### src/hw/rtl/i2cmts_pkg.sv
// ----------------------------------------------------------------------------
// I2C transfer sequencer package
// Transaction types, command and phase codes, and fixed constants.
// ----------------------------------------------------------------------------
`default_nettype none

package i2cmts_pkg;

	// Command codes carried by an input transaction
	typedef enum logic [1:0] {
		CMD_EVENT    = 2'd0,
		CMD_WRITE    = 2'd1,
		CMD_READ     = 2'd2,
		CMD_RESERVED = 2'd3
	} i2cmts_cmd_t;

	// Transfer phase
	typedef enum logic [1:0] {
		PH_IDLE    = 2'd0,
		PH_WRITE   = 2'd1,
		PH_RD_DATA = 2'd2,
		PH_RD_ADDR = 2'd3
	} i2cmts_phase_t;

	// Configuration register map
	localparam int unsigned APB_ADDR_W = 3;
	localparam logic [0:0]  REG_MEM_DEV = 1'b0;
	localparam logic [0:0]  REG_RD_DEV  = 1'b1;

	localparam logic [7:0] MEM_DEV_ADDR_RST = 8'hA0;
	localparam logic [7:0] RD_DEV_ADDR_RST  = 8'hD0;
	localparam logic [7:0] ADDR_PAGE_BIT    = 8'h02;
	localparam logic [7:0] ADDR_READ_BIT    = 8'h01;

	// Input transaction
	typedef struct packed {
		logic [1:0]  cmd;
		logic [8:0]  register_address;
		logic [15:0] transfer_length;
		logic        start_sent;
		logic        address_sent;
		logic        byte_finished;
		logic        tx_empty;
		logic        rx_not_empty;
		logic        ack_failure;
		logic [7:0]  tx_byte;
		logic [7:0]  rx_byte;
	} i2cmts_in_t;

	// Result transaction
	typedef struct packed {
		logic        dr_write;
		logic [7:0]  dr_value;
		logic        gen_start;
		logic        gen_stop;
		logic        ack_enable;
		logic        buffer_irq_enable;
		logic        event_irq_enable;
		logic        error_irq_enable;
		logic        tx_byte_taken;
		logic        rx_byte_stored;
		logic [7:0]  rx_data;
		logic [15:0] bytes_left;
	} i2cmts_out_t;

	// Configuration seen by the sequencer
	typedef struct packed {
		logic [7:0] mem_dev_addr;
		logic [7:0] rd_dev_addr;
	} i2cmts_cfg_t;

endpackage

`default_nettype wire

### src/hw/rtl/i2cmts_cfg.sv
// ----------------------------------------------------------------------------
// I2C transfer sequencer configuration registers
// APB-style access to the memory and read device address bytes.
// ----------------------------------------------------------------------------
`default_nettype none

module i2cmts_cfg import i2cmts_pkg::*; (
	input  wire logic                  clk,
	input  wire logic                  arst_n,
	input  wire logic                  psel,
	input  wire logic                  penable,
	input  wire logic                  pwrite,
	input  wire logic [APB_ADDR_W-1:0] paddr,
	input  wire logic [31:0]           pwdata,
	output logic      [31:0]           prdata,
	output logic                       pready,
	output i2cmts_cfg_t                cfg
);

	logic [7:0] mem_dev_q;
	logic [7:0] rd_dev_q;
	logic       wr_en;

	assign pready = 1'b1;
	assign wr_en  = psel && penable && pwrite && pready;

	// Write the addressed register in the access phase
	always_ff @(posedge clk or negedge arst_n) begin
		if (!arst_n) begin
			mem_dev_q <= MEM_DEV_ADDR_RST;
			rd_dev_q  <= RD_DEV_ADDR_RST;
		end else if (wr_en) begin
			unique case (paddr[2])
				REG_MEM_DEV: mem_dev_q <= pwdata[7:0];
				REG_RD_DEV:  rd_dev_q  <= pwdata[7:0];
				default: ;
			endcase
		end
	end

	// Read back the addressed register
	always_comb begin
		unique case (paddr[2])
			REG_MEM_DEV: prdata = {24'h000000, mem_dev_q};
			REG_RD_DEV:  prdata = {24'h000000, rd_dev_q};
			default:     prdata = '0;
		endcase
	end

	assign cfg = '{mem_dev_addr: mem_dev_q, rd_dev_addr: rd_dev_q};

endmodule

`default_nettype wire

### src/hw/rtl/i2cmts_seq.sv
// ----------------------------------------------------------------------------
// I2C transfer sequencer step logic
// Transfer state registers and the per-transaction decision logic.
// ----------------------------------------------------------------------------
`default_nettype none

module i2cmts_seq import i2cmts_pkg::*; #(
	parameter int unsigned COUNT_BITS = 16
) (
	input  wire logic        clk,
	input  wire logic        arst_n,
	input  wire logic        step_en,
	input  wire i2cmts_in_t  evt,
	input  wire i2cmts_cfg_t cfg,
	output i2cmts_out_t      res
);

	i2cmts_phase_t         phase_q, phase_d;
	logic [7:0]            slave_q, slave_d;
	logic [7:0]            sub_q, sub_d;
	logic [COUNT_BITS-1:0] cnt_q, cnt_d;
	logic                  ack_q, ack_d;
	logic                  buf_q, buf_d;
	logic                  ev_q, ev_d;
	logic                  err_q, err_d;
	logic [COUNT_BITS+15:0] len_ext;
	logic [COUNT_BITS+15:0] left_ext;
	logic                  odd_phase;

	// Fit the byte count to the counter width
	assign len_ext   = {{COUNT_BITS{1'b0}}, evt.transfer_length};
	assign odd_phase = (phase_q == PH_WRITE) || (phase_q == PH_RD_ADDR);

	// Hold state on idle cycles, advance on each transaction
	always_ff @(posedge clk or negedge arst_n) begin
		if (!arst_n) begin
			phase_q <= PH_IDLE;
			slave_q <= '0;
			sub_q   <= '0;
			cnt_q   <= '0;
			ack_q   <= 1'b0;
			buf_q   <= 1'b0;
			ev_q    <= 1'b0;
			err_q   <= 1'b0;
		end else if (step_en) begin
			phase_q <= phase_d;
			slave_q <= slave_d;
			sub_q   <= sub_d;
			cnt_q   <= cnt_d;
			ack_q   <= ack_d;
			buf_q   <= buf_d;
			ev_q    <= ev_d;
			err_q   <= err_d;
		end
	end

	// Next state and result for one transaction
	always_comb begin
		phase_d = phase_q;
		slave_d = slave_q;
		sub_d   = sub_q;
		cnt_d   = cnt_q;
		ack_d   = ack_q;
		buf_d   = buf_q;
		ev_d    = ev_q;
		err_d   = err_q;

		res.dr_write       = 1'b0;
		res.dr_value       = '0;
		res.gen_start      = 1'b0;
		res.gen_stop       = 1'b0;
		res.tx_byte_taken  = 1'b0;
		res.rx_byte_stored = 1'b0;
		res.rx_data        = '0;

		unique case (i2cmts_cmd_t'(evt.cmd))
			CMD_WRITE: begin
				slave_d = cfg.mem_dev_addr
					| (evt.register_address[8] ? ADDR_PAGE_BIT : 8'h00);
				phase_d = PH_WRITE;
				sub_d   = evt.register_address[7:0];
				cnt_d   = len_ext[COUNT_BITS-1:0];
				ev_d    = 1'b1;
				res.gen_start = 1'b1;
			end
			CMD_READ: begin
				slave_d = cfg.rd_dev_addr;
				phase_d = PH_RD_ADDR;
				sub_d   = evt.register_address[7:0];
				cnt_d   = len_ext[COUNT_BITS-1:0];
				ev_d    = 1'b1;
				res.gen_start = 1'b1;
			end
			CMD_EVENT: begin
				if (ev_q) begin
					// Start sent: send the slave address byte
					if (evt.start_sent) begin
						res.dr_write = 1'b1;
						if (odd_phase) begin
							res.dr_value = slave_q;
							err_d        = 1'b1;
						end else begin
							res.dr_value = slave_q | ADDR_READ_BIT;
						end
					end
					// Address sent: send sub-address or arm receive
					if (evt.address_sent) begin
						if (odd_phase) begin
							res.dr_write = 1'b1;
							res.dr_value = sub_q;
							if (phase_q == PH_WRITE)
								buf_d = (cnt_q != '0);
						end else begin
							ack_d = (cnt_q > COUNT_BITS'(1));
							buf_d = 1'b1;
						end
					end
					// Byte finished: repeated start for reads, else stop
					if (evt.byte_finished) begin
						if (phase_q == PH_RD_ADDR) begin
							res.gen_start = 1'b1;
							phase_d       = PH_RD_DATA;
						end else begin
							ev_d         = 1'b0;
							err_d        = 1'b0;
							res.gen_stop = 1'b1;
						end
					end
					// Buffer flags move data bytes and count down
					if (buf_d) begin
						if (evt.tx_empty) begin
							res.dr_write      = 1'b1;
							res.dr_value      = evt.tx_byte;
							res.tx_byte_taken = 1'b1;
							if (cnt_d != '0)
								cnt_d = cnt_d - COUNT_BITS'(1);
							if (cnt_d == '0)
								buf_d = 1'b0;
						end
						if (evt.rx_not_empty) begin
							res.rx_byte_stored = 1'b1;
							res.rx_data        = evt.rx_byte;
							if (cnt_d != '0)
								cnt_d = cnt_d - COUNT_BITS'(1);
							if (cnt_d == COUNT_BITS'(1)) begin
								ack_d        = 1'b0;
								res.gen_stop = 1'b1;
							end else if (cnt_d == '0) begin
								buf_d = 1'b0;
								ev_d  = 1'b0;
								err_d = 1'b0;
							end
						end
					end
				end
				// Ack failure: drop all interrupts and stop
				if (err_q && evt.ack_failure) begin
					ev_d         = 1'b0;
					err_d        = 1'b0;
					buf_d        = 1'b0;
					res.gen_stop = 1'b1;
				end
			end
			default: ;
		endcase

		res.ack_enable        = ack_d;
		res.buffer_irq_enable = buf_d;
		res.event_irq_enable  = ev_d;
		res.error_irq_enable  = err_d;

		// Report the low 16 bits of the count
		left_ext       = {16'h0000, cnt_d};
		res.bytes_left = left_ext[15:0];
	end

endmodule

`default_nettype wire

### src/hw/rtl/i2c_master_transfer_sequencer_core.sv
// ----------------------------------------------------------------------------
// I2C master transfer sequencer
// Drives register read and write transfers of an I2C master controller.
// ----------------------------------------------------------------------------
// Usage:
//   evt channel (evt_valid/evt_ready/evt) carries begin-write, begin-read and
//   status-event transactions. res channel (res_valid/res_ready/res) returns
//   one result transaction per input: data-register write, start/stop
//   requests, acknowledge and interrupt-enable settings, and buffer traffic.
//   The APB port holds the memory and read device address bytes; write them
//   only while no transaction is in flight.
// Pipeline and throughput:
//   A transaction lands in the input register at acceptance, is decided from
//   there and is written to the result register, which drives res, once the
//   result slot is free. One transaction is taken per cycle while res is not
//   stalled; the transfer state loop closes within the single decision stage.
// Reset:
//   arst_n clears the transfer state to idle with all enables low and loads
//   the address registers with their default values.
// Stall:
//   While res_valid is high and res_ready low, res holds; the input register
//   keeps one more transaction, after which evt_ready drops.
// ----------------------------------------------------------------------------
`default_nettype none

module i2c_master_transfer_sequencer_core import i2cmts_pkg::*; #(
	parameter int unsigned COUNT_BITS = 16
) (
	input  wire logic                  clk,
	input  wire logic                  arst_n,
	input  wire logic                  evt_valid,
	output logic                       evt_ready,
	input  wire i2cmts_in_t            evt,
	output logic                       res_valid,
	input  wire logic                  res_ready,
	output i2cmts_out_t                res,
	input  wire logic                  psel,
	input  wire logic                  penable,
	input  wire logic                  pwrite,
	input  wire logic [APB_ADDR_W-1:0] paddr,
	input  wire logic [31:0]           pwdata,
	output logic      [31:0]           prdata,
	output logic                       pready
);

	i2cmts_cfg_t cfg;
	i2cmts_in_t  evt_s1;
	logic        evt_vld_s1;
	i2cmts_out_t res_s2;
	logic        res_vld_s2;
	i2cmts_out_t res_c;
	logic        adv;
	logic        take;

	// Advance the decision stage when the result slot is free or draining
	assign adv       = evt_vld_s1 && (!res_vld_s2 || res_ready);
	assign evt_ready = !evt_vld_s1 || adv;
	assign take      = evt_valid && evt_ready;

	i2cmts_cfg u_cfg (
		.clk     (clk),
		.arst_n  (arst_n),
		.psel    (psel),
		.penable (penable),
		.pwrite  (pwrite),
		.paddr   (paddr),
		.pwdata  (pwdata),
		.prdata  (prdata),
		.pready  (pready),
		.cfg     (cfg)
	);

	i2cmts_seq #(
		.COUNT_BITS (COUNT_BITS)
	) u_seq (
		.clk     (clk),
		.arst_n  (arst_n),
		.step_en (adv),
		.evt     (evt_s1),
		.cfg     (cfg),
		.res     (res_c)
	);

	// Input register valid
	always_ff @(posedge clk or negedge arst_n) begin
		if (!arst_n) begin
			evt_vld_s1 <= 1'b0;
		end else if (take) begin
			evt_vld_s1 <= 1'b1;
		end else if (adv) begin
			evt_vld_s1 <= 1'b0;
		end
	end

	// Input register payload
	always_ff @(posedge clk) begin
		if (take) begin
			evt_s1 <= evt;
		end
	end

	// Result register valid
	always_ff @(posedge clk or negedge arst_n) begin
		if (!arst_n) begin
			res_vld_s2 <= 1'b0;
		end else if (adv) begin
			res_vld_s2 <= 1'b1;
		end else if (res_ready) begin
			res_vld_s2 <= 1'b0;
		end
	end

	// Result register payload
	always_ff @(posedge clk) begin
		if (adv) begin
			res_s2 <= res_c;
		end
	end

	assign res_valid = res_vld_s2;
	assign res       = res_s2;

endmodule

`default_nettype wire

### config.mk
export PLATFORM = sky130hd
export DESIGN_NAME = i2c_master_transfer_sequencer_core
export DESIGN_NICKNAME = d
export VERILOG_FILES = /design/src/hw/rtl/i2cmts_pkg.sv /design/src/hw/rtl/i2cmts_cfg.sv /design/src/hw/rtl/i2cmts_seq.sv /design/src/hw/rtl/i2c_master_transfer_sequencer_core.sv
export SDC_FILE = /design/constraint.sdc
export NUM_CORES = 1
export LEC_CHECK = 0
export BUFFER_PORTS_ARGS = -buffer_cell sky130_fd_sc_hd__buf_2
export CORE_MARGIN = 2
export CORE_UTILIZATION = 40
export CTS_BUF_LIST = sky130_fd_sc_hd__clkbuf_8
export DETAILED_ROUTE_END_ITERATION = 8
export PLACE_DENSITY_LB_ADDON = 0.1
export SLEW_MARGIN = 10
export SYNTH_ARGS = -nofsm -noshare
export SYNTH_HDL_FRONTEND = slang
export SYNTH_SLANG_ARGS = --single-unit
### constraint.sdc
create_clock -name clk -period 4.87 [get_ports clk]
set_input_delay 0 -clock clk [delete_from_list [all_inputs] [get_ports clk]]
set_output_delay 0 -clock clk [all_outputs]
set_load 0.005 [all_outputs]
---- Word level (Yosys, flattened, before mapping) ----
Cells that the tools add are included.
storage, ports and cells
  logic and storage cells ................. 162
  register bits after elaboration ......... 146
  output and inout bits ................... 76
  bits of input ports ..................... 91
operators by class
  equal/unequal tests ..................... 8
  $add $sub $neg .......................... 2
  reductions and logical operators ........ 28
  magnitude comparators ................... 1
  mux-type cells .......................... 86
  bitwise logic cells ..................... 2
operators by type and width
  cell                     number
  $mux W16                 17
  $pmux W32 S2             1
  $mux W9                  6
  $mux W1                  51
  $logic_not A16 Y1        2
  $pmux W16 S2             1
  $reduce_bool A16 Y1      2
  $sub A16 B1 Y16 const B  2
  $eq A16 B1 Y1 const B    1
  $gt A16 B1 Y1 const B    1
  $pmux W8 S2              1
  $mux W2                  6
  $reduce_and A2 Y1        5
  $or A8 B8 Y8             1
  $pmux W2 S3              1
  $reduce_bool A2 Y1       3
  $logic_and A1 B1 Y1      5
  $reduce_and A5 Y1        1
  $eq A2 B1 Y1 const B     2
  $eq A2 B2 Y1 const B     2
  $ne A2 B1 Y1 const B     2
  $pmux W1 S2              2
  $reduce_and A4 Y1        1
  $logic_or A1 B1 Y1       3
  other kinds (7)          8

---- Logic depth before layout (Yosys ltp) ----
Gate-level depths: netlist of the first run.
  word-level depth ........................ 27
  mapped depth ............................ 18
  depth with buffers taken out ............ 16

---- Cells and area by module ----
From an unflattened synthesis of the first run, not the netlist that was laid out.
unflattened totals
  cell total of the unflattened synthesis .. 750
  area, all modules ....................... 8034.0 sq um
by module, submodules not included
  module                              area each (sq um)  instances  sequential area each (sq um)  cells an instance
  i2cmts_seq                          4299.1             1          950.9                         582
  i2c_master_transfer_sequencer_core  2806.4             1          2752.6                        98
  i2cmts_cfg                          928.4              1          406.6                         70

---- Worst setup path after synthesis of the first run ----
No wires, ideal clock.
  path kind ............................... reg2reg
  start ................................... register u_seq.cnt_q[0]
  end ..................................... register res_s2 (netlist bit res[29]), data pin
  buffers on the path ..................... 2
  stages on the path, launching flop included .. 18
  clock period less this slack ............ 4.226 ns
  setup time .............................. 0.281 ns
  arrival time ............................ 3.945 ns
  required time ........................... 4.589 ns
  slack ................................... 0.644 ns
  cells stage by stage .................... dfrtp_1 clkbuf_1 inv_1 ha_1 nor4b_1 nand4_1 clkbuf_1 nand2_1 nor2_1 a21oi_1 ha_1 inv_1 a221oi_1 nand2b_1 nor3_1 o21ai_0 nor4_4 a41oi_1
RTL lines
  item                    line                                       source
  start, declared         i2cmts_seq.sv:21                           logic [COUNT_BITS-1:0] cnt_q, cnt_d;
  start signal, assigned  i2cmts_seq.sv:49                           cnt_q <= cnt_d;
  end signal, assigned    i2c_master_transfer_sequencer_core.sv:116  res_s2 <= res_c;
  end, declared           i2c_master_transfer_sequencer_core.sv:49   i2cmts_out_t res_s2;

==> results of run 1 <==
[worst min-delay path, delay by kind of cell]
family / cells / cell delay, ps
buffers and inverters: 3 / 1200
[per-layer routing]
metal | share of wire | vias up | global-route usage | wire length, microns
li1 | - | 3241 | - | -
met3 | 0.072 | 32 | 0.0547 | 1730
met1 | 0.45 | 3394 | 0.321 | 10900
met4 | 0.017 | 0 | 0.0636 | 416
met5 | 0 | - | 0 | 0
met2 | 0.46 | 280 | 0.349 | 11100
[layout make-up]
cell class,count,share of cell area
Sequential cell,146,0.410
Multi-Input combinational cell,555,0.364
Timing Repair Buffer,206,0.141
Tap cell,270,0.0337
Clock buffer,18,0.0247
Clock inverter,14,0.0182
Inverter,21,0.00787
[how the worst max path moves through the flow]
stage	slack, ps	endpoint	start
detailed placement	420	res[29]$_DFFE_PP_	u_seq.cnt_q[1]$_DFFE_PN0P_
global placement	420	res[0]$_DFFE_PP_	u_seq.cnt_q[1]$_DFFE_PN0P_
global route	50	res[29]$_DFFE_PP_	u_seq.cnt_q[1]$_DFFE_PN0P_
floorplan	640	res[29]$_DFFE_PP_	u_seq.cnt_q[0]$_DFFE_PN0P_
CTS	410	res[29]$_DFFE_PP_	u_seq.cnt_q[1]$_DFFE_PN0P_
finish	250	res[1]$_DFFE_PP_	u_seq.cnt_q[1]$_DFFE_PN0P_
[kinds of logic (layout without fill, tap and decap cells)]
kind of cell	Yosys count	in the layout	share of synthesized area
mux	48	48	0.0641
xor+xnor	12	12	0.0138
other cells	2	25	0.000923
fa+ha+maj	9	9	0.0138
simple gates	251	251	0.169
flops	146	146	0.505
buf+inv	93	259	0.0576
compound gates	210	210	0.176
[state kept, by name, indices dropped and copies added (netlist names)]
signal           cells
res_valid            1
u_seq.ev_q           1
res                 41
u_cfg.rd_dev_q       8
u_seq.sub_q          8
u_seq.phase_q        2
u_seq.cnt_q         16
u_seq.buf_q          1
evt_vld_s1           1
u_seq.slave_q        8
evt_s1              49
u_seq.err_q          1
u_seq.ack_q          1
u_cfg.mem_dev_q      8
[placed cells by master, fill, tap and decap left out, types with 25 or more instances in the layout]
master | netlist | layout
mux2_2 | 33 | 33
buf_2 | 3 | 115
conb_1 | 2 | 25
dlygate4sd3_1 | 0 | 61
nand2_1 | 68 | 68
nor2_1 | 51 | 51
dfrtp_1 | 51 | 51
buf_4 | 25 | 30
edfxtp_1 | 90 | 90
o21ai_0 | 43 | 43
a21oi_1 | 48 | 48
nand3_1 | 29 | 29
[through the flow]
| stage | worst slack (ps) | power (uW) | util | std cells |
|---|---|---|---|---|
| detailed placement | 422 | 3150 | 0.446 | 1137 |
| floorplan | 644 | 2650 | - | 794 |
| CTS | 410 | 4230 | 0.498 | 1230 |
| global placement | 421 | 3140 | 0.446 | 1137 |
| global route | 46.1 | 4480 | 0.498 | 1230 |
| finish | 250 | 4230 | 0.498 | 1230 |
[Yosys cell counts, types with 4 or more instances]
master / number / area, sq um
edfxtp_1: 90 / 2700
nand2_1: 68 / 255
dfrtp_1: 51 / 1280
nor2_1: 51 / 191
a21oi_1: 48 / 240
o21ai_0: 43 / 215
clkbuf_1: 38 / 143
mux2_2: 33 / 372
nand3_1: 29 / 145
buf_4: 25 / 188
inv_1: 20 / 75.1
nand4_1: 16 / 100
o211ai_1: 16 / 120
mux2i_1: 15 / 150
and3_1: 13 / 81.3
nor3_1: 13 / 65.1
nor4_1: 12 / 75.1
ha_1: 9 / 113
a311oi_1: 8 / 70.1
a22oi_1: 7 / 52.6
a31oi_1: 7 / 43.8
a21o_1: 6 / 45.0
nand2b_1: 6 / 37.5
xnor2_1: 6 / 52.6
a211oi_1: 5 / 37.5
and2_1: 5 / 31.3
dfstp_2: 5 / 131
nor4_4: 5 / 106
o31ai_1: 5 / 37.5
xor2_1: 5 / 43.8
a21boi_0: 4 / 30.0
a41oi_1: 4 / 35.0
o221ai_1: 4 / 35.0
o2bb2ai_1: 4 / 35.0
or4_1: 4 / 30.0
[repair_timing]
| action | in CTS | in global routing |
|---|---|---|
| setup endpoints to repair | 0 | 0 |
| hold buffers | 61 | 0 |
| endpoints found under the hold margin | 118 | 0 |
[power by group through the flow]
stage / sequential (uW) / clock [uW] / combinational [uW]
2_1_floorplan: 1670 / 0 / 984
3_3_place_gp: 1750 / 0 / 1380
3_5_place_dp: 1760 / 0 / 1390
4_1_cts: 1740 / 1060 / 1430
5_1_grt: 1770 / 1110 / 1590
6_report: 1740 / 1030 / 1460
==> results.sh, run 1 <==
export IMPL_hpwl_mm=17.5
export IMPL_wl_mm=24.1
export IMPL_netlist_area_sq_mm=0.00814
export IMPL_synth_edf_count=90
export IMPL_maxCapViolCount=0
export IMPL_routed_via_density=5.65
export IMPL_track_usage=0.227
export IMPL_cts_root_buf="clkbuf_8"
export IMPL_status="complete, no violations"
export IMPL_ys_seq_area_frac=0.505
export IMPL_die_y_microns=147
export IMPL_critPathKind="reg2reg"
export IMPL_num_rows=52
export IMPL_drt_iter0_markers=702
export IMPL_placed_area_sq_mm=0.00897
export IMPL_path_depth=16
export IMPL_grt_max_degree=57
export IMPL_r2r_end="res[1]$_DFFE_PP_"
export IMPL_worst_pin_slew_ps=1110
export IMPL_place_congestion=0.874
export IMPL_switchingPower_uw=1620
export IMPL_hold_violations=0
export IMPL_post_drt_wl_per_cell_microns=19.6
export IMPL_clock_power_share=0.244
export IMPL_multi_input_area_sq_mm=0.00365
export IMPL_slowest_stage="dfrtp_1"
export IMPL_pwr_share_comb=0.344
export IMPL_postLayoutCellArea_sq_mm=0.0100
export IMPL_clk_path_buf_depth=2
export IMPL_finalNetCount=1047
export IMPL_vdd_ir_drop_max_mv=0.221
export IMPL_grt_first_pass_wirelength_mm=37.7
export IMPL_rsz0062_at_grt="no"
export IMPL_reg2reg_slack_ps=250
export IMPL_fmax_ghz=0.216
export IMPL_clkTransAtPathRegs_ps=100
export IMPL_initial_utilization=0.405
export IMPL_overflow=0
export IMPL_crit_fanout=13
export IMPL_period_share=0.949
export IMPL_critPathMaxStageDelay_ps=510
export IMPL_start_kind="register"
export IMPL_max_slew_margin_rel=0.258
export IMPL_ff_latch_area_sq_mm=0.00411
export IMPL_first_global_vias=6670
export IMPL_cp_top_family="simple AND/OR/NAND/NOR gates"
export IMPL_synth_distinct_cells=89
export IMPL_worstPathArrival_ps=4910
export IMPL_die_area_sq_mm=0.0215
export IMPL_leakagePower_uw=0.00400
export IMPL_drc=0
export IMPL_timing_rr_start="u_seq.cnt_q[1]$_DFFE_PN0P_"
export IMPL_avgSynthCellArea_sq_um=10.6
export IMPL_skew_ps=19.9
export IMPL_tns_ps=0
export IMPL_synth_warnings=0
export IMPL_io_buffers=115
export IMPL_die_w_microns=147
export IMPL_ios=167
export IMPL_path_cells="inv_1, ha_1, nor4b_1, nand4_1, nand2_1, nor2_1, a21oi_1, buf_4, ha_1, nor3b_2, nand4_1, buf_4, o21ai_1, mux2i_1, o21ai_0, a22oi_1"
export IMPL_p_sw_frac=0.384
export IMPL_antenna_cells=0
export IMPL_clock_latency_ps=460
export IMPL_powerDensity_mw_per_mm2=422
export IMPL_drt_pass1_iter_count=6
export IMPL_crit_buf_inv=3
export IMPL_end_kind="register"
export IMPL_hold_path_class="in2async"
export IMPL_n_fill_cell=1891
export IMPL_ant_nets=0
export IMPL_postCtsSetupRepairBufs=0
export IMPL_synth_cells=771
export IMPL_coreArea_sq_mm=0.0201
export IMPL_antenna_found_initial=0
export IMPL_period_needed_ps=4620
export IMPL_drive_gt1_frac=0.254
export IMPL_slew_violations=0
export IMPL_required_ps=5160
export IMPL_numCtsBuffers=17
export IMPL_intPower_uw=2600
export IMPL_vias=6947
export IMPL_htreeDepth=4
export IMPL_cts_tree="built"
export IMPL_hold_ws_ps=228
export IMPL_ys_seq_elements=146
export IMPL_syn_to_final_growth_pct=23.1
export IMPL_setup_viol=0
export IMPL_r2r_cells=16
export IMPL_synth_top_flop_cell="edfxtp_1"
export IMPL_clock_sinks=146
export IMPL_cts_resized=0
export IMPL_seqPwrFrac=0.412
export IMPL_ys_async_sr_fraction=0.384
Power figures use the tool's default switching activity.
==> run 2, diff against run 1 <==
--- a/config.mk
+++ b/config.mk
@@ -5,6 +5,7 @@
 export SDC_FILE = /design/constraint.sdc
 export NUM_CORES = 1
 export LEC_CHECK = 0
+export ABC_AREA = 1
 export BUFFER_PORTS_ARGS = -buffer_cell sky130_fd_sc_hd__buf_2
 export CORE_MARGIN = 2
 export CORE_UTILIZATION = 40
==> results.sh, run 2 <==
export IMPL_synth_cells=944
export IMPL_avgSynthCellArea_sq_um=8.49
export IMPL_intPower_uw=2520
export IMPL_grt_max_degree=57
export IMPL_cts_tree="built"
export IMPL_end_kind="register"
export IMPL_ys_seq_area_frac=0.513
export IMPL_synth_top_flop_cell="edfxtp_1"
export IMPL_cts_root_buf="clkbuf_8"
export IMPL_ys_seq_elements=146
export IMPL_drc=0
export IMPL_final_cell_mix="nand2_1, buf_2, edfxtp_1"
export IMPL_fmax_ghz=0.263
export IMPL_routed_via_density=4.96
export IMPL_hpwl_mm=15.0
export IMPL_drive_gt1_frac=0.190
export IMPL_slew_violations=0
export IMPL_coreArea_sq_mm=0.0196
export IMPL_hold_ws_ps=199
export IMPL_cts_resized=0
export IMPL_pwr_share_comb=0.375
export IMPL_finalNetCount=1213
export IMPL_post_drt_wl_per_cell_microns=15.3
export IMPL_worst_pin_slew_ps=923
export IMPL_reg2reg_slack_ps=1070
export IMPL_synth_distinct_cells=43
export IMPL_placed_area_sq_mm=0.00873
export IMPL_layout_commonest_cell="nand2_1"
export IMPL_num_rows=51
export IMPL_synthTopCellsByArea="edfxtp_1, dfrtp_1, nand2_1"
export IMPL_maxCapViolCount=0
export IMPL_period_needed_ps=3800
export IMPL_clock_latency_ps=460
export IMPL_skew_ps=26.8
export IMPL_regMostFlops="evt_s1"
export IMPL_initial_utilization=0.409
export IMPL_required_ps=5060
export IMPL_htreeDepth=4
export IMPL_drt_iter0_markers=455
export IMPL_clkTransAtPathRegs_ps=110
export IMPL_ant_nets=0
export IMPL_place_congestion=0.874
export IMPL_max_slew_margin_rel=0.384
export IMPL_synth_warnings=0
export IMPL_die_y_microns=146
export IMPL_grt_first_pass_wirelength_mm=33.7
export IMPL_r2r_end="res[28]$_DFFE_PP_"
export IMPL_clock_sinks=146
export IMPL_powerDensity_mw_per_mm2=447
export IMPL_antenna_found_initial=0
export IMPL_critPathKind="reg2reg"
export IMPL_synth_common_cells="nand2_1, edfxtp_1, o21ai_0, inv_1, nor2_1"
export IMPL_dp_cells=1297
export IMPL_start_kind="register"
export IMPL_largest_register_ff_count=49
export IMPL_overflow=0
export IMPL_timing_rr_start="u_seq.cnt_q[1]$_DFFE_PN0P_"
export IMPL_drt_pass1_iter_count=5
export IMPL_io_buffers=115
export IMPL_switchingPower_uw=1850
export IMPL_hold_violations=0
export IMPL_layoutNonFillerInstCount=1391
export IMPL_tns_ps=0
export IMPL_numCtsBuffers=17
export IMPL_track_usage=0.202
export IMPL_rsz0062_at_grt="no"
export IMPL_clock_power_share=0.220
export IMPL_vias=6899
export IMPL_hold_path_class="in2async"
export IMPL_leakagePower_uw=0.00451
export IMPL_period_share=0.781
export IMPL_netlist_area_sq_mm=0.00801
export IMPL_yosys_area_top_type_share=0.337
export IMPL_antenna_cells=0
export IMPL_postLayoutCellArea_sq_mm=0.00977
export IMPL_yosysTopAreaCell="edfxtp_1"
export IMPL_clk_path_buf_depth=2
export IMPL_first_global_vias=6529
export IMPL_synth_edf_count=90
export IMPL_p_sw_frac=0.423
export IMPL_crit_fanout=26
export IMPL_synth_most_common_cell="nand2_1"
export IMPL_status="complete, no violations"
export IMPL_die_area_sq_mm=0.0212
export IMPL_syn_to_final_growth_pct=21.9
export IMPL_worstPathArrival_ps=3990
export IMPL_die_w_microns=146
export IMPL_vdd_ir_drop_max_mv=0.180
export IMPL_setup_viol=0
export IMPL_r2r_cells=22
export IMPL_ys_async_sr_fraction=0.384
export IMPL_ios=167
export IMPL_seqPwrFrac=0.405
export IMPL_wl_mm=21.3
==> run 2: cell count changes after synthesis, moves of 16 or more <==
| cell | delta |
|---|---|
| nand2_1 | +214 |
| o21ai_0 | +43 |
| inv_1 | +64 |
| mux2_2 | -33 |
| nand3_1 | +16 |
| a22oi_1 | +17 |
==> run 2: cell type report <==
| class | count | area (sq um) |
|---|---|---|
| clock buffers | 17 | 234 |
| clock inverters | 15 | 184 |
| fillers | 1918 | 9820 |
| inverters | 91 | 342 |
| multi-input cells | 670 | 3300 |
| flip-flops and latches | 146 | 4110 |
| well taps | 265 | 332 |
| repair buffers | 187 | 1270 |
==> run 2: power groups by stage <==
| stage | combinational [uW] | sequential [uW] | clock [uW] |
|---|---|---|---|
| 5_1_grt | 1840 | 1800 | 1040 |
| 3_3_place_gp | 1580 | 1790 | 0 |
| 2_1_floorplan | 1160 | 1740 | 0 |
| 3_5_place_dp | 1590 | 1790 | 0 |
| 4_1_cts | 1640 | 1770 | 989 |
| 6_report | 1640 | 1770 | 961 |
==> run 2: cell families (layout without fill, tap and decap cells) <==
family | Yosys count | count (layout) | synth area share
compound gates | 180 | 180 | 0.126
xor+xnor | 7 | 7 | 0.00765
fa+ha+maj | 9 | 9 | 0.0141
buf+inv | 151 | 310 | 0.0862
flops | 146 | 146 | 0.513
other cells | 2 | 25 | 0.000937
simple gates | 449 | 449 | 0.253
==> run 2: per-layer routing <==
metal / wire (microns) / up-vias / part of all wire / track usage
li1: - / 3454 / - / -
met1: 9510 / 3212 / 0.45 / 0.258
met2: 10400 / 210 / 0.49 / 0.346
met3: 964 / 23 / 0.045 / 0.0364
met4: 383 / 0 / 0.018 / 0.0676
met5: 0 / - / 0 / 0
==> run 2: stage by stage <==
step	setup WS, ps	util	power [uW]
after floorplan	2040	-	2900
after global placement	1100	0.446	3370
after detailed placement	1050	0.446	3380
after CTS	1040	0.499	4400
after global routing	738	0.499	4670
final	1070	0.499	4370
==> run 2: what timing repair did <==
action	in CTS	in global routing
hold endpoints to repair	118	0
setup endpoints to repair	0	0
hold buffers	62	0
setup buffers	0	0
==> run 2: worst max-delay path by stage <==
stage,end,from,cells past startpoint
6_report,res[28]$_DFFE_PP_,u_seq.cnt_q[1]$_DFFE_PN0P_,22
5_1_grt,u_seq.buf_q$_DFFE_PN0P_,u_seq.cnt_q[1]$_DFFE_PN0P_,24
4_1_cts,res[28]$_DFFE_PP_,u_seq.cnt_q[1]$_DFFE_PN0P_,22
3_5_place_dp,res[28]$_DFFE_PP_,u_seq.cnt_q[1]$_DFFE_PN0P_,22
3_3_place_gp,res[28]$_DFFE_PP_,u_seq.cnt_q[1]$_DFFE_PN0P_,22
2_1_floorplan,res[26]$_DFFE_PP_,u_seq.cnt_q[1]$_DFFE_PN0P_,22
==> run 2: critical path, cell delays in order (launching register included) <==
cell and delay (ps):
dfrtp_1 430, inv_1 230, ha_1 250, nand2_4 70, nor2_4 140, nand2_4 200
nand2_1 140, nand3_1 110, nand2_2 170, ha_1 180, nand3_2 110, nor2_4 170
nand3_2 350, nand3_1 240, nand2_1 70, inv_1 60, nand3_1 100, nor2_4 190
nand2_1 70, nand3_1 70, nand2_1 60, nand2_1 50, nand2_1 80
==> run 3, diff against run 2 <==
--- a/config.mk
+++ b/config.mk
@@ -5,7 +5,7 @@
 export SDC_FILE = /design/constraint.sdc
 export NUM_CORES = 1
 export LEC_CHECK = 0
-export ABC_AREA = 1
+export ABC_AREA = 0
 export BUFFER_PORTS_ARGS = -buffer_cell sky130_fd_sc_hd__buf_2
 export CORE_MARGIN = 2
 export CORE_UTILIZATION = 40
==> constraint.sdc (replaced) <==
create_clock -name clk -period 3.5 [get_ports clk]
set_input_delay 0 -clock clk [delete_from_list [all_inputs] [get_ports clk]]
set_output_delay 0 -clock clk [all_outputs]
set_load 0.005 [all_outputs]
==> results.sh, run 3 (synthesis results as in run 1) <==
export IMPL_final_cell_mix="buf_4, buf_2, edfxtp_1"
export IMPL_cpMostUsedCell="buf_6"
export IMPL_pwr_share_comb=0.453
export IMPL_max_slew_margin_rel=0.417
export IMPL_initial_utilization=0.405
export IMPL_layout_commonest_cell="buf_4"
export IMPL_grt_max_degree=37
export IMPL_layoutNonFillerInstCount=1387
export IMPL_required_ps=3880
export IMPL_intPower_uw=4310
export IMPL_status="finished, violations left"
export IMPL_skew_ps=17.5
export IMPL_cts_tree="built"
export IMPL_hold_violations=0
export IMPL_start_kind="register"
export IMPL_drive_gt1_frac=0.428
export IMPL_htreeDepth=4
export IMPL_clk_path_buf_depth=2
export IMPL_n_fill_cell=1711
export IMPL_dp_cells=1266
export IMPL_slew_violations=0
export IMPL_path_depth=16
export IMPL_p_sw_frac=0.379
export IMPL_critPathMaxStageDelay_ps=410
export IMPL_antenna_found_initial=0
export IMPL_clkTransAtPathRegs_ps=100
export IMPL_postLayoutCellArea_sq_mm=0.0118
export IMPL_fin_ws_ps=-51.9
export IMPL_slowest_stage="dfrtp_1"
export IMPL_worstPathArrival_ps=3930
export IMPL_cts_root_buf="clkbuf_8"
export IMPL_hold_path_class="in2async"
export IMPL_vias=7540
export IMPL_powerDensity_mw_per_mm2=586
export IMPL_clock_sinks=146
export IMPL_tns_ps=-256
export IMPL_finalNetCount=1204
export IMPL_worst_pin_slew_ps=875
export IMPL_drt_pass1_iter_count=5
export IMPL_vdd_ir_drop_max_mv=0.368
export IMPL_die_w_microns=147
export IMPL_leakagePower_uw=0.00491
export IMPL_placed_area_sq_mm=0.0101
export IMPL_fmax_ghz=0.282
export IMPL_first_global_vias=7412
export IMPL_cp_top_family="buffers and inverters"
export IMPL_overflow=0
export IMPL_antenna_cells=0
export IMPL_crit_fanout=9
export IMPL_coreArea_sq_mm=0.0201
export IMPL_period_needed_ps=3550
export IMPL_ant_nets=0
export IMPL_seqPwrFrac=0.339
export IMPL_place_ws_ps=-264
export IMPL_post_drt_wl_per_cell_microns=19.4
export IMPL_end_kind="register"
export IMPL_syn_to_final_growth_pct=45.5
export IMPL_numCtsBuffers=17
export IMPL_clock_latency_ps=450
export IMPL_clock_power_share=0.208
export IMPL_hpwl_mm=20.0
export IMPL_wl_mm=26.9
export IMPL_largest_register_ff_count=49
export IMPL_setup_viol=9
export IMPL_regMostFlops="evt_s1"
export IMPL_critPathKind="reg2reg"
export IMPL_rsz0062_at_grt="yes"
export IMPL_crit_buf_inv=7
export IMPL_routed_via_density=5.44
export IMPL_die_y_microns=147
export IMPL_drt_iter0_markers=523
export IMPL_violations="negative setup slack"
export IMPL_place_congestion=0.923
export IMPL_path_cells="buf_6, nor4_4, buf_4, nand4_1, a22o_4, buf_6, nor3b_4, nand4_1, buf_6, buf_6, o211ai_1, mux2i_1, buf_4, o31a_1, buf_4, o22ai_2"
export IMPL_period_share=1.01
export IMPL_maxCapViolCount=0
export IMPL_die_area_sq_mm=0.0215
export IMPL_track_usage=0.250
export IMPL_drc=0
export IMPL_r2r_cells=16
export IMPL_num_rows=52
export IMPL_switchingPower_uw=2640
export IMPL_io_buffers=115
export IMPL_ios=167
export IMPL_final_util=0.589
export IMPL_grt_first_pass_wirelength_mm=41.7
[run 3: cell count changes in the layout (fill, tap and decap cells not counted), moves of 12 or more]
cell      before  now
nand2_1      282   67
o22ai_1       14    1
a22oi_1       24    4
and3_1         1   13
nand2_2       13    0
nand3_1       45   26
mux2_2         0   33
buf_6          0   13
o21ai_0       86   35
mux2i_1        0   13
inv_1         82   17
buf_4         10  173
o211ai_1       1   16
[run 3: through the flow]
step,total power [uW],hold slack [ps]
after floorplan,3780,-296
after global placement,5000,138
after detailed placement,5030,166
after CTS,6650,188
after global routing,7310,214
final,6940,179
[run 3: repair_timing]
item	CTS	global route
hold buffers	61	0
setup buffers	13	19
resized for setup	29	79
endpoints found under the setup margin	24	40
pin swaps	23	43
hold endpoints to repair	97	0
[run 3: cell type report]
type                    count  area, sq um  share of cell area
clock buffers              18          248              0.0209
clock inverters            14          188              0.0158
inverters                  21         83.8             0.00708
multi-input cells         555         4220               0.356
flip-flops and latches    146         4120               0.348
well taps                 270          338              0.0285
repair buffers            363         2650               0.224
[run 3: path summary, 6_finish.rpt]
check	start	slack [ps]	to
hold reg to reg	evt_s1[43]$_DFFE_PP_	490	u_seq.sub_q[5]$_DFFE_PN0P_
max in group asynchronous	arst_n	2440	u_seq.cnt_q[12]$_DFFE_PN0P_
hold / removal	arst_n	180	u_seq.sub_q[4]$_DFFE_PN0P_
setup reg to reg	u_seq.cnt_q[4]$_DFFE_PN0P_	-50	u_seq.cnt_q[2]$_DFFE_PN0P_
setup / recovery	u_seq.cnt_q[4]$_DFFE_PN0P_	-50	u_seq.cnt_q[2]$_DFFE_PN0P_
min in group clk	pwrite	240	u_cfg.mem_dev_q[5]$_DFFE_PN1P_
[run 3: worst reg2reg max path: stages (launching register included)]
cell and delay [ps]:
dfrtp_1 410, buf_6 130, nor4_4 270, buf_4 210
nand4_1 250, a22o_4 370, buf_6 120, nor3b_4 180
nand4_1 150, buf_6 170, buf_6 120, o211ai_1 210
mux2i_1 110, buf_4 160, o31a_1 310, buf_4 140
o22ai_2 150
[run 3: routing by layer]
metal	vias up	global-route usage	part of all wire
met5	-	0	0
met4	0	0.0879	0.025
met3	37	0.0581	0.058
met2	267	0.384	0.46
met1	3691	0.349	0.45
li1	3545	-	-
[run 3: power groups by stage]
stage | combinational (uW) | clock, uW | sequential [uW]
2_1_floorplan | 1450 | 0 | 2330
3_3_place_gp | 2630 | 0 | 2370
3_5_place_dp | 2640 | 0 | 2380
4_1_cts | 2820 | 1480 | 2350
5_1_grt | 3370 | 1550 | 2390
6_report | 3150 | 1440 | 2360
